===== src/sv/report_deframer_rx_top_macros.svh =====
// Assertion macros shared by the report deframer modules.
`ifndef REPORT_DEFRAMER_RX_TOP_MACROS_SVH
`define REPORT_DEFRAMER_RX_TOP_MACROS_SVH

// Same-cycle implication, checked outside reset.
`define RDRX_ASSERT_NOW(label, ante, cons, msg) \
  label: assert property (@(posedge clk) disable iff (rst) (ante) |-> (cons)) \
    else $error(msg);

// Next-cycle implication, checked outside reset.
`define RDRX_ASSERT_NEXT(label, ante, cons, msg) \
  label: assert property (@(posedge clk) disable iff (rst) (ante) |=> (cons)) \
    else $error(msg);

`endif


===== src/sv/rdrx_pkg.sv =====
// Types and constants of the report deframer receive path.
`timescale 1ns / 1ps
package rdrx_pkg;

  // Transaction kinds on the input channel.
  localparam logic [1:0] KIND_BYTE    = 2'd0;
  localparam logic [1:0] KIND_TICK    = 2'd1;
  localparam logic [1:0] KIND_CONSUME = 2'd2;

  // Configuration register indexes.
  localparam logic REG_TIMEOUT = 1'b0;
  localparam logic REG_SYNC    = 1'b1;

  // Configuration reset values.
  localparam logic [15:0] TIMEOUT_RESET = 16'd1000;
  localparam logic [15:0] SYNC_RESET    = 16'hABBA;

  // Header byte positions within a report.
  localparam int HDR_SYNC_HI = 0;
  localparam int HDR_SYNC_LO = 1;
  localparam int HDR_LEN_HI  = 2;
  localparam int HDR_LEN_LO  = 3;

  typedef enum logic [1:0] {
    PH_IDLE = 2'd0,
    PH_RECV = 2'd1,
    PH_DONE = 2'd2
  } phase_t;

  typedef enum logic [1:0] {
    ROLE_IGN  = 2'd0,
    ROLE_HDR  = 2'd1,
    ROLE_CONT = 2'd2
  } role_t;

  typedef struct packed {
    logic [1:0] kind;
    logic [7:0] data_byte;
    logic       report_start;
  } item_t;

  typedef struct packed {
    logic [7:0]  payload_byte;
    logic        byte_valid;
    logic        packet_last;
    logic [15:0] packet_length;
  } result_t;

endpackage


===== src/sv/rdrx_in_if.sv =====
// Input channel: report bytes, time ticks and consume events.
`timescale 1ns / 1ps
interface rdrx_in_if;
  logic       valid;
  logic       ready;
  logic [1:0] kind;
  logic [7:0] data_byte;
  logic       report_start;

  modport source (output valid, kind, data_byte, report_start, input ready);
  modport sink (input valid, kind, data_byte, report_start, output ready);
endinterface


===== src/sv/rdrx_out_if.sv =====
// Output channel: reassembled payload bytes.
`timescale 1ns / 1ps
interface rdrx_out_if;
  logic        valid;
  logic        ready;
  logic [7:0]  payload_byte;
  logic        byte_valid;
  logic        packet_last;
  logic [15:0] packet_length;

  modport source (output valid, payload_byte, byte_valid, packet_last, packet_length,
                  input ready);
  modport sink (input valid, payload_byte, byte_valid, packet_last, packet_length,
                output ready);
endinterface


===== src/sv/report_deframer_rx_top.sv =====
// Top level of the report deframer receive path.
//
//   Channel   Direction  Carries
//   item      in         kind, data_byte, report_start (valid/ready)
//   result    out        payload_byte, byte_valid, packet_last, packet_length
//   wr_*      in         configuration writes, no read-back
//
// One transaction per cycle is accepted while no held result stalls the flow; a result
// reaches the output through the input register and then the result register.
// Reset clears all reassembly state and loads the configuration defaults.
// A held result stalls only when the next transaction also makes a result.
`timescale 1ns / 1ps
module report_deframer_rx_top
  import rdrx_pkg::*;
#(
  parameter int REPORT_BYTES = 64
) (
  input  logic        clk,
  input  logic        rst,
  input  logic        wr_en,
  input  logic        wr_index,
  input  logic [15:0] wr_data,
  rdrx_in_if.sink     item,
  rdrx_out_if.source  result
);

  item_t   in_item;
  item_t   held_item;
  logic    held_valid;
  logic    take;
  logic    out_free;
  logic    res_valid;
  result_t res;
  result_t out_res;

  // Gather the input fields.
  assign in_item = '{kind: item.kind, data_byte: item.data_byte,
                     report_start: item.report_start};

  rdrx_in_stage u_in_stage (
    .clk        (clk),
    .rst        (rst),
    .in_valid   (item.valid),
    .in_ready   (item.ready),
    .in_item    (in_item),
    .take       (take),
    .item_valid (held_valid),
    .item       (held_item)
  );

  rdrx_core #(
    .REPORT_BYTES (REPORT_BYTES)
  ) u_core (
    .clk        (clk),
    .rst        (rst),
    .wr_en      (wr_en),
    .wr_index   (wr_index),
    .wr_data    (wr_data),
    .item_valid (held_valid),
    .item       (held_item),
    .out_free   (out_free),
    .take       (take),
    .res_valid  (res_valid),
    .res        (res)
  );

  rdrx_out_reg u_out_reg (
    .clk       (clk),
    .rst       (rst),
    .load      (take && res_valid),
    .res       (res),
    .out_free  (out_free),
    .out_valid (result.valid),
    .out_ready (result.ready),
    .out_res   (out_res)
  );

  // Spread the result onto the output channel.
  assign result.payload_byte  = out_res.payload_byte;
  assign result.byte_valid    = out_res.byte_valid;
  assign result.packet_last   = out_res.packet_last;
  assign result.packet_length = out_res.packet_length;

endmodule


===== src/sv/rdrx_in_stage.sv =====
// Input register stage of the report deframer.
`timescale 1ns / 1ps
module rdrx_in_stage
  import rdrx_pkg::*;
(
  input  logic  clk,
  input  logic  rst,
  input  logic  in_valid,
  output logic  in_ready,
  input  item_t in_item,
  input  logic  take,
  output logic  item_valid,
  output item_t item
);

  // The stage refills whenever it is empty or its item moves on.
  assign in_ready = !item_valid || take;

  // Valid flag.
  always_ff @(posedge clk) begin
    if (rst) begin
      item_valid <= 1'b0;
    end else if (in_ready) begin
      item_valid <= in_valid;
    end
  end

  // Payload.
  always_ff @(posedge clk) begin
    if (in_ready && in_valid) begin
      item <= in_item;
    end
  end

endmodule


===== src/sv/rdrx_core.sv =====
// Reassembly state and per-transaction decode of the report deframer.
`timescale 1ns / 1ps
module rdrx_core
  import rdrx_pkg::*;
#(
  parameter int REPORT_BYTES = 64
) (
  input  logic        clk,
  input  logic        rst,
  input  logic        wr_en,
  input  logic        wr_index,
  input  logic [15:0] wr_data,
  input  logic        item_valid,
  input  item_t       item,
  input  logic        out_free,
  output logic        take,
  output logic        res_valid,
  output result_t     res
);
  `include "report_deframer_rx_top_macros.svh"

  localparam int PW = $clog2(REPORT_BYTES + 1);

  logic [15:0]   timeout_ticks;
  logic [15:0]   sync_word;
  phase_t        phase, phase_next;
  role_t         role, role_next;
  logic [PW-1:0] position, position_next;
  logic          first_sync_ok, first_sync_ok_next;
  logic [15:0]   declared_length, declared_length_next;
  logic [16:0]   received_count, received_count_next;
  logic [15:0]   idle_ticks, idle_ticks_next;

  // Configuration registers.
  always_ff @(posedge clk) begin
    if (rst) begin
      timeout_ticks <= TIMEOUT_RESET;
      sync_word     <= SYNC_RESET;
    end else if (wr_en) begin
      case (wr_index)
        REG_TIMEOUT: timeout_ticks <= wr_data;
        REG_SYNC:    sync_word     <= wr_data;
        default:     timeout_ticks <= timeout_ticks;
      endcase
    end
  end

  // The item moves on unless it makes a result that the output cannot hold.
  assign take = item_valid && (!res_valid || out_free);

  // Next state and result for the item held in the input register.
  always_comb begin
    logic [PW-1:0] pos;
    logic [16:0]   cnt;
    phase_next           = phase;
    role_next            = role;
    position_next        = position;
    first_sync_ok_next   = first_sync_ok;
    declared_length_next = declared_length;
    received_count_next  = received_count;
    idle_ticks_next      = idle_ticks;
    res_valid            = 1'b0;
    res                  = '0;
    pos                  = position;
    cnt                  = received_count + 17'd1;

    case (item.kind)
      KIND_BYTE: begin
        // A report start checks the gap, clears the tick count and picks a role.
        if (item.report_start) begin
          if (idle_ticks > timeout_ticks) begin
            phase_next = PH_IDLE;
          end
          idle_ticks_next = '0;
          pos             = '0;
          case (phase_next)
            PH_IDLE: role_next = ROLE_HDR;
            PH_RECV: role_next = ROLE_CONT;
            default: role_next = ROLE_IGN;
          endcase
        end
        position_next = pos;
        if (pos < PW'(REPORT_BYTES)) begin
          position_next = pos + PW'(1);
          if (role_next == ROLE_HDR && pos == PW'(HDR_SYNC_HI)) begin
            first_sync_ok_next = (item.data_byte == sync_word[15:8]);
            if (item.data_byte != sync_word[15:8]) begin
              role_next = ROLE_IGN;
            end
          end else if (role_next == ROLE_HDR && pos == PW'(HDR_SYNC_LO)) begin
            if (!first_sync_ok || item.data_byte != sync_word[7:0]) begin
              role_next = ROLE_IGN;
            end
          end else if (role_next == ROLE_HDR && pos == PW'(HDR_LEN_HI)) begin
            declared_length_next = {item.data_byte, declared_length[7:0]};
          end else if (role_next == ROLE_HDR && pos == PW'(HDR_LEN_LO)) begin
            declared_length_next = {declared_length[15:8], item.data_byte};
            received_count_next  = '0;
            if (declared_length_next == 16'd0) begin
              // Empty packet completes on its header.
              phase_next        = PH_DONE;
              role_next         = ROLE_IGN;
              res_valid         = 1'b1;
              res.packet_last   = 1'b1;
              res.packet_length = declared_length_next;
            end else begin
              phase_next = PH_RECV;
            end
          end else if ((role_next == ROLE_HDR || role_next == ROLE_CONT)
                       && phase_next == PH_RECV) begin
            // Payload byte; the one that reaches the length closes the packet.
            received_count_next = cnt;
            if (cnt >= {1'b0, declared_length}) begin
              phase_next      = PH_DONE;
              role_next       = ROLE_IGN;
              res.packet_last = 1'b1;
            end
            res_valid         = 1'b1;
            res.payload_byte  = item.data_byte;
            res.byte_valid    = 1'b1;
            res.packet_length = declared_length;
          end
        end
      end
      KIND_TICK: begin
        if (idle_ticks != 16'hFFFF) begin
          idle_ticks_next = idle_ticks + 16'd1;
        end
      end
      KIND_CONSUME: begin
        if (phase == PH_DONE) begin
          phase_next = PH_IDLE;
        end
      end
      default: begin
        phase_next = phase;
      end
    endcase

    if (!item_valid) begin
      res_valid = 1'b0;
    end
  end

  // Control state.
  always_ff @(posedge clk) begin
    if (rst) begin
      phase           <= PH_IDLE;
      role            <= ROLE_IGN;
      position        <= '0;
      first_sync_ok   <= 1'b0;
      declared_length <= '0;
      received_count  <= '0;
      idle_ticks      <= '0;
    end else if (take) begin
      phase           <= phase_next;
      role            <= role_next;
      position        <= position_next;
      first_sync_ok   <= first_sync_ok_next;
      declared_length <= declared_length_next;
      received_count  <= received_count_next;
      idle_ticks      <= idle_ticks_next;
    end
  end

  // While receiving, the count stays below the declared length.
  `RDRX_ASSERT_NOW(a_count_below_length, phase == PH_RECV, received_count < {1'b0, declared_length}, "received count reached length while receiving")
  // The report position never runs past the report size.
  `RDRX_ASSERT_NOW(a_position_bound, 1'b1, position <= PW'(REPORT_BYTES), "report position past report size")
  // Any closing result leaves the block complete.
  `RDRX_ASSERT_NEXT(a_last_completes, take && res_valid && res.packet_last, phase == PH_DONE, "packet end did not complete")

endmodule


===== src/sv/rdrx_out_reg.sv =====
// Result register of the report deframer.
`timescale 1ns / 1ps
module rdrx_out_reg
  import rdrx_pkg::*;
(
  input  logic    clk,
  input  logic    rst,
  input  logic    load,
  input  result_t res,
  output logic    out_free,
  output logic    out_valid,
  input  logic    out_ready,
  output result_t out_res
);
  `include "report_deframer_rx_top_macros.svh"

  // Room for a new result when empty or when the held one leaves now.
  assign out_free = !out_valid || out_ready;

  // Valid flag.
  always_ff @(posedge clk) begin
    if (rst) begin
      out_valid <= 1'b0;
    end else if (out_free) begin
      out_valid <= load;
    end
  end

  // Payload.
  always_ff @(posedge clk) begin
    if (out_free && load) begin
      out_res <= res;
    end
  end

  // An empty-packet result is always a closing result with a zero byte.
  `RDRX_ASSERT_NOW(a_empty_form, out_valid && !out_res.byte_valid, out_res.packet_last && out_res.payload_byte == 8'd0, "malformed empty packet result")

endmodule

===== src/flat_wrapper.sv =====
// flat-port wrapper written by rule: the top's interface ports become plain ports
module report_deframer_rx_top_flat import rdrx_pkg::*;
#(
  parameter int REPORT_BYTES = 64
)
  (clk, rst, wr_en, wr_index, wr_data, item_valid, item_kind, item_data_byte, item_report_start, item_ready, result_valid, result_payload_byte, result_byte_valid, result_packet_last, result_packet_length, result_ready);
  rdrx_in_if item_i ();
  rdrx_out_if result_i ();
  input  logic clk;
  input  logic rst;
  input  logic wr_en;
  input  logic wr_index;
  input  logic [15:0] wr_data;
  input wire logic [$bits(item_i.valid)-1:0] item_valid;
  input wire logic [$bits(item_i.kind)-1:0] item_kind;
  input wire logic [$bits(item_i.data_byte)-1:0] item_data_byte;
  input wire logic [$bits(item_i.report_start)-1:0] item_report_start;
  output wire logic [$bits(item_i.ready)-1:0] item_ready;
  output wire logic [$bits(result_i.valid)-1:0] result_valid;
  output wire logic [$bits(result_i.payload_byte)-1:0] result_payload_byte;
  output wire logic [$bits(result_i.byte_valid)-1:0] result_byte_valid;
  output wire logic [$bits(result_i.packet_last)-1:0] result_packet_last;
  output wire logic [$bits(result_i.packet_length)-1:0] result_packet_length;
  input wire logic [$bits(result_i.ready)-1:0] result_ready;
  assign item_i.valid = item_valid;
  assign item_i.kind = item_kind;
  assign item_i.data_byte = item_data_byte;
  assign item_i.report_start = item_report_start;
  assign item_ready = item_i.ready;
  assign result_valid = result_i.valid;
  assign result_payload_byte = result_i.payload_byte;
  assign result_byte_valid = result_i.byte_valid;
  assign result_packet_last = result_i.packet_last;
  assign result_packet_length = result_i.packet_length;
  assign result_i.ready = result_ready;
  report_deframer_rx_top #(.REPORT_BYTES(REPORT_BYTES)) u_core (.clk(clk), .rst(rst), .wr_en(wr_en), .wr_index(wr_index), .wr_data(wr_data), .item(item_i), .result(result_i));
endmodule

===== config.mk =====
export PLATFORM = sky130hd
export DESIGN_NAME = report_deframer_rx_top_flat
export DESIGN_NICKNAME = d
export VERILOG_FILES = /design/src/sv/rdrx_pkg.sv /design/src/sv/rdrx_in_if.sv /design/src/sv/rdrx_out_if.sv /design/src/sv/report_deframer_rx_top.sv /design/src/sv/rdrx_in_stage.sv /design/src/sv/rdrx_core.sv /design/src/sv/rdrx_out_reg.sv /design/src/flat_wrapper.sv
export VERILOG_INCLUDE_DIRS = /design/src /design/src/sv
export SDC_FILE = /design/constraint.sdc
export NUM_CORES = 1
export LEC_CHECK = 0
export CELL_PAD_IN_SITES_DETAIL_PLACEMENT = 2
export CELL_PAD_IN_SITES_GLOBAL_PLACEMENT = 2
export CORE_MARGIN = 10
export CORE_UTILIZATION = 43
export DETAILED_ROUTE_END_ITERATION = 10
export DONT_BUFFER_PORTS = 1
export PLACE_DENSITY_LB_ADDON = 0.25
export SETUP_SLACK_MARGIN = 0.4
export SYNTH_ARGS = -nofsm -noshare
export SYNTH_HDL_FRONTEND = slang
export SYNTH_SLANG_ARGS = --single-unit

===== constraint.sdc =====
create_clock -name clk -period 7.31 [get_ports clk]
set_input_delay 1.462 -clock clk [delete_from_list [all_inputs] [get_ports clk]]
set_output_delay 1.462 -clock clk [all_outputs]
set_load 0.01 [all_outputs]

* After elaboration in Yosys (flattened, before gate mapping)
Index checks and enable logic that the tools add are counted.
** Word-level totals
- Flip-flop bits (word level) :: 132
- Latch bits :: 0
- Bits in writable memories :: 0
- Memory bits (read-only) :: 0
- Input bits :: 33
- Output and inout port bits :: 28
- Word-level logic and storage cells :: 137
- Memories kept :: 0
** Cells by class
- $add $sub $neg :: 3
- Multipliers :: 0
- Div/mod/pow operators :: 0
- Order comparisons :: 3
- Equal/unequal tests :: 17
- Shift-type cells :: 0
- Multiplexer cells :: 51
- Bitwise operators :: 7
- Reductions and logical operators :: 37
** Operators with widths (count)
- $mux W17 :: 4
- $mux W2 :: 26
- $mux W16 :: 3
- $pmux W16 S2 :: 1
- $mux W7 :: 3
- $mux W18 :: 1
- $add A17 B1 Y17 const B :: 1
- $ge A17 B16 Y1 :: 1
- $add A16 B1 Y16 const B :: 1
- $gt A16 B16 Y1 :: 1
- $logic_not A16 Y1 :: 1
- $ne A16 B16 Y1 const B :: 1
- $ne A8 B8 Y1 :: 2
- $eq A7 B2 Y1 const B :: 2
- $reduce_and A7 Y1 :: 2
- $mux W1 :: 10
- $logic_and A1 B1 Y1 :: 9
- $eq A2 B1 Y1 const B :: 4
- $eq A8 B8 Y1 :: 1
- $mux W8 :: 1
- $pmux W2 S2 :: 2
- $reduce_and A4 Y1 :: 2
- $add A7 B1 Y7 const B :: 1
- $eq A7 B1 Y1 const B :: 1
- 16 further kinds :: 37

* Logic depth before layout (Yosys ltp)
- Word-level depth :: 24
- Depth in mapped cells :: 18
- Depth with buffers taken out :: 16

* Cells and area by module
From an unflattened synthesis, not the netlist that was laid out.
** Second synthesis, totals
- Cell total of the unflattened synthesis :: 785
- Area total of the unflattened synthesis :: 6870.3 um^2
** Modules (own cells, without submodules)
- rdrx_core :: times used 1, cells an instance 737, area each 5642.9 um^2, seq. area each 1861.8 um^2
- rdrx_out_reg :: times used 1, cells an instance 31, area each 835.8 um^2, seq. area each 800.8 um^2
- rdrx_in_stage :: times used 1, cells an instance 16, area each 385.4 um^2, seq. area each 350.3 um^2
- report_deframer_rx_top :: times used 1, cells an instance 1, area each 6.3 um^2, seq. area each 0.0 um^2

* Worst setup path before layout
No wires, ideal clock.
- Kind :: reg-to-reg
- Start :: register u_core.u_core.timeout_ticks[15]
- End :: register u_core.u_out_reg.out_res[0] (netlist name)
- Library setup time :: 0.409 ns
- Arrival time :: 4.563 ns
- Data required time :: 6.901 ns
- Slack :: 2.338 ns
- Stages on the path, launching flop included :: 19
- Cell sequence :: dfxtp_1 > inv_1 > ha_1 > nand4_1 > or3_1 > o21ai_2 > a31oi_1 > nor2_1 > inv_1 > ha_1 > and4bb_1 > a21o_1 > buf_6 > nand2_2 > or2b_2 > a31oi_1 > clkbuf_1 > nand2_1 > nor2_1
** On the way
- Longest elaborated chain between the ends :: 24
** Ends and longest elaborated chain
- start, declared :: RTL line rdrx_core.sv:24 : logic [15:0] timeout_ticks;
- start signal, assigned :: RTL line rdrx_core.sv:41 : REG_TIMEOUT: timeout_ticks <= wr_data;
- start signal, assigned :: RTL line rdrx_core.sv:43 : default: timeout_ticks <= timeout_ticks;
- $gt A16 B16 Y1 * :: RTL line rdrx_core.sv:71 : if (idle_ticks > timeout_ticks) begin
- $mux W2 * :: RTL line rdrx_core.sv:71
- $mux W2 * :: RTL line rdrx_core.sv:70 : if (item.report_start) begin
- $mux W2 * :: RTL line rdrx_core.sv:67 : case (item.kind)
- $eq A2 B1 Y1 / $logic_not A2 Y1 (equally long branches) :: RTL line rdrx_core.sv:76 : case (phase_next)
- $pmux W2 S2 :: RTL line rdrx_core.sv:76
- $mux W2 :: RTL line rdrx_core.sv:70
- $mux W2 :: RTL line rdrx_core.sv:67
- [8 not listed]
- $mux W1 * :: RTL line rdrx_core.sv:83 : if (pos < PW'(REPORT_BYTES)) begin
- $mux W1 * :: RTL line rdrx_core.sv:67
- $mux W1 * :: RTL line rdrx_core.sv:140 : if (!item_valid) begin
- $logic_not A1 Y1 :: RTL line rdrx_core.sv:49 : assign take = item_valid && (!res_valid || out_free);
- $logic_or A1 B1 Y1 :: RTL line rdrx_core.sv:49
- $logic_and A1 B1 Y1 :: RTL line rdrx_core.sv:49
- $logic_and A1 B1 Y1 * :: RTL line report_deframer_rx_top.sv:70 : .load (take && res_valid),
- $logic_and A1 B1 Y1 * :: RTL line rdrx_out_reg.sv:31 : if (out_free && load) begin
Every way passes the cells marked *; elsewhere a longest branch is shown, timed or not. The select of a mux whose other input is x is not followed.
A chain may end at the register's enable or synchronous reset.

* Final worst setup path
- Start :: register u_core.u_core.timeout_ticks[15]
- End :: output item_ready
** On the way
- Longest elaborated chain between the ends :: 23
** Ends and longest elaborated chain
- $gt A16 B16 Y1 * :: RTL line rdrx_core.sv:71
- $mux W2 * :: RTL line rdrx_core.sv:71
- $mux W2 * :: RTL line rdrx_core.sv:70
- $mux W2 * :: RTL line rdrx_core.sv:67
- $eq A2 B1 Y1 / $logic_not A2 Y1 (equally long branches) :: RTL line rdrx_core.sv:76
- $pmux W2 S2 :: RTL line rdrx_core.sv:76
- $mux W2 :: RTL line rdrx_core.sv:70
- $mux W2 :: RTL line rdrx_core.sv:67
- [7 not listed]
- $mux W1 * :: RTL line rdrx_core.sv:85 : if (role_next == ROLE_HDR && pos == PW'(HDR_SYNC_HI)) begin
- $mux W1 * :: RTL line rdrx_core.sv:83
- $mux W1 * :: RTL line rdrx_core.sv:67
- $mux W1 * :: RTL line rdrx_core.sv:140
- $logic_not A1 Y1 * :: RTL line rdrx_core.sv:49
- $logic_or A1 B1 Y1 * :: RTL line rdrx_core.sv:49
- $logic_and A1 B1 Y1 * :: RTL line rdrx_core.sv:49
- $logic_or A1 B1 Y1 * :: RTL line rdrx_in_stage.sv:17 : assign in_ready = !item_valid || take;
- end, declared :: RTL line flat_wrapper.sv:18 : output wire logic [$bits(item_i.ready)-1:0] item_ready;
Marks and branches as above.

==> metrics <==
buffer count from post-CTS setup fixing 0; clock tree buffer depth 2; dpl hpwl 18,200 microns; syn_area_per_cell 8.92 sq um; buffers added on ports 0; Post-synth EDFFs 37; f_max 160 MHz; ranking of synthesized cells by area dfxtp_1, edfxtp_1, ha_1, nand2_1, a21oi_1; sum of buffers and inverters on the critical path 3; Switch Pwr 0.000457 W; Slowest-stage cell, CP or3_1; worst setup path category flop to output pin; max layer used met4; Seq cells post-synth 132; Initial Util 0.440; critical path required time 5.85 ns; Yosys top cell by area dfxtp_1; CTS sink count 132; clk slew on worst S/H paths about 0.07 ns; post-route design area 7780 sq um; Routed Antenna Nets 0; top-count cell post-synth nand2_1; Root Buffer clkbuf_16; crit end category output pin; post-CTS sizing 0; R2R Path Start u_core.u_core.timeout_ticks[15]; fin util 0.486; GRT Total Usage 0.243; Die Wd 148 microns; CP startpoint kind flop; Inst Count DP 979; Sw Ratio 0.271; Non-Filler Instances 1,013; initial drt markers 555; met3 wire len approximately 970 microns; Crit. Startpoint u_core.u_core.timeout_ticks[15]; first-pass GRT wire length 41,500 microns; GRT overflow 0; worst-path fanout max 18; # setup viols final 0; Synthesis Warnings 0; WL/cell roughly 27 microns; DRC violation count after routing 0; Synth async-reset ratio 0; TritonCTS Buffers 17; Max Cap Viol 0; largest net degree at the start of global routing 52; Reg power frac 0.463; RSZ-0062 raised after global routing no; Final Max Slew Viols 0; Crit path arrival time 4.80 ns; Worst-Skew Late Latency 0.45 ns; Logic pwr share 0.046; final setup TNS 0 ns; vias 6,304; Area Overhead vs Synth 10.4%; Core Region 16,000 sq um; met2 wire len roughly 14,000 microns; CTS tree done; Yosys cell types 73; number of global-route vias before repair 6,993; Fin Hold WS 0.463 ns; Tightest Hold Check Type flop to flop; I/O Pins 61; Die H 148 microns; critical path's largest stage delay 0.48 ns; Post-Syn Area approximately 7000 sq um; Slew headroom 0.342; Worst VDD drop approximately 0.18 mV; ys flop type dfxtp_1; final hold vios 0; Synth Net Count approximately 860; H-tree depth 4; leakage 2.83 nW; HP Start u_core.u_core.timeout_ticks[14]; Hold-fix buffers, CTS 0; status complete, no violations; fin nets 855; Placed Area roughly 7200 sq um; clk_skew 0.0118 ns; site row count 46; critical path's top delay family simple AND/OR/NAND/NOR gates; minimum clock period after layout 6.26 ns; Via-to-Cell Ratio 6.22; Initial DRT Pass Iterations 4; initial antenna violation count 1; fraction of layout cells with a size suffix above 1 0.0766; Met1 Wirelength 10,800 microns; cell internal pwr 0.00123 W; Final Wtd Congestion 0.876; top cell type's share of synthesized area 0.270; register area share after synthesis 0.428; P per Cell Area 217 nW/um^2; Syn Inst Count 790; Post-Route WL 27,200 microns; synth cell count leaders nand2_1, dfxtp_1, a21oi_1; CP cell instances inv_1 > ha_1 > nand4_1 > or3_1 > o21ai_2 > a31oi_1 > nor2_1 > inv_1 > ha_1 > and4bb_1 > a21o_1 > nand2_2 > or2b_2 > a31oi_1 > buf_4 > nand3_1; Worst-Margin Slew 0.983 ns; die area 21,900 sq um; Clk pwr share 0.491; fin crit share 0.857
## sequential cells by signal (all words and copies together) (netlist names)
name / cells
u_core.u_core.first_sync_ok: 1
u_core.u_core.sync_word: 16
u_core.u_out_reg.out_res: 26
u_core.u_core.idle_ticks: 16
u_core.u_in_stage.item: 11
u_core.u_out_reg.out_valid: 1
u_core.u_in_stage.item_valid: 1
u_core.u_core.timeout_ticks: 16
u_core.u_core.role: 2
u_core.u_core.received_count: 17
u_core.u_core.declared_length: 16
u_core.u_core.phase: 2
u_core.u_core.position: 7
## metal layers
metal  global-route usage  vias to the layer above
met5                    0                        -
met2                0.433                      153
met1                0.271                     3237
met4                0.110                        0
met3               0.0501                       68
li1                     -                     2846
## worst reg2reg max path, delay by kind of cell (launching register included)
kind | cells | cell delay, ns
and+or+nand+nor | 8 | 2.40
adders and majority gates | 2 | 0.53
buffers and inverters | 4 | 0.74
AOI/OAI and AO/OA | 4 | 1.10
DFF | 1 | 0.35
## power by group through the flow
| stage | clock network, W | logic (W) | registers, W |
|---|---|---|---|
| CTS | 0.000826 | 0.0000765 | 0.000780 |
| floorplan | 0 | 0.0000589 | 0.000787 |
| global route | 0.000865 | 0.0000866 | 0.000782 |
| finish | 0.000827 | 0.0000780 | 0.000781 |
| detailed placement | 0 | 0.0000742 | 0.000796 |
| global placement | 0 | 0.0000678 | 0.000794 |
## path summary, 6_finish.rpt
check | endpoint | slack [ns] | depth (start not counted)
max | item_ready | 1.05 | 16
min | u_core.u_core.timeout_ticks[14] | 0.46 | 2
min reg2reg | u_core.u_core.timeout_ticks[14] | 0.46 | 2
max reg2reg | u_core.u_out_reg.out_res[2] | 1.86 | 18
## logic make-up (layout without fill, tap and decap cells)
group	Yosys count	after routing	share of synthesized area
adders and majority gates	39	39	0.0692
xor gates and xnor gates	31	31	0.0385
buffers and inverters	82	88	0.0469
and+or+nand+nor	313	313	0.236
DFF	132	132	0.428
other	0	1	0
muxes	9	9	0.0128
AOI/OAI and AO/OA	184	184	0.169
## layout by cell type (no fill, tap or decap), types with 29 or more instances in the layout
cell type and n:
nand2_1 104, dfxtp_1 95, a21oi_1 75, inv_1 48
ha_1 39, edfxtp_1 37, nand3_1 36, nor2_1 34
and2_1 32, o21ai_0 29
## area by class of cell
class                           count  area, sq um
Antenna cell                        1         2.50
Clock buffer                       17          425
Clock inverter                     15          124
Fill cell                        1741         8220
Inverter                           48          180
Multi-Input combinational cell    576         3710
Sequential cell                   132         3010
Tap cell                          216          270
Timing Repair Buffer                8         60.1
## stage by stage
step           power (W)  setup slack, ns
2_1_floorplan   0.000846             2.34
3_3_place_gp    0.000862             1.88
3_5_place_dp    0.000870             1.62
4_1_cts          0.00168             1.07
5_1_grt          0.00173            0.712
6_report         0.00169             1.05
Power figures use the tool's default switching activity.
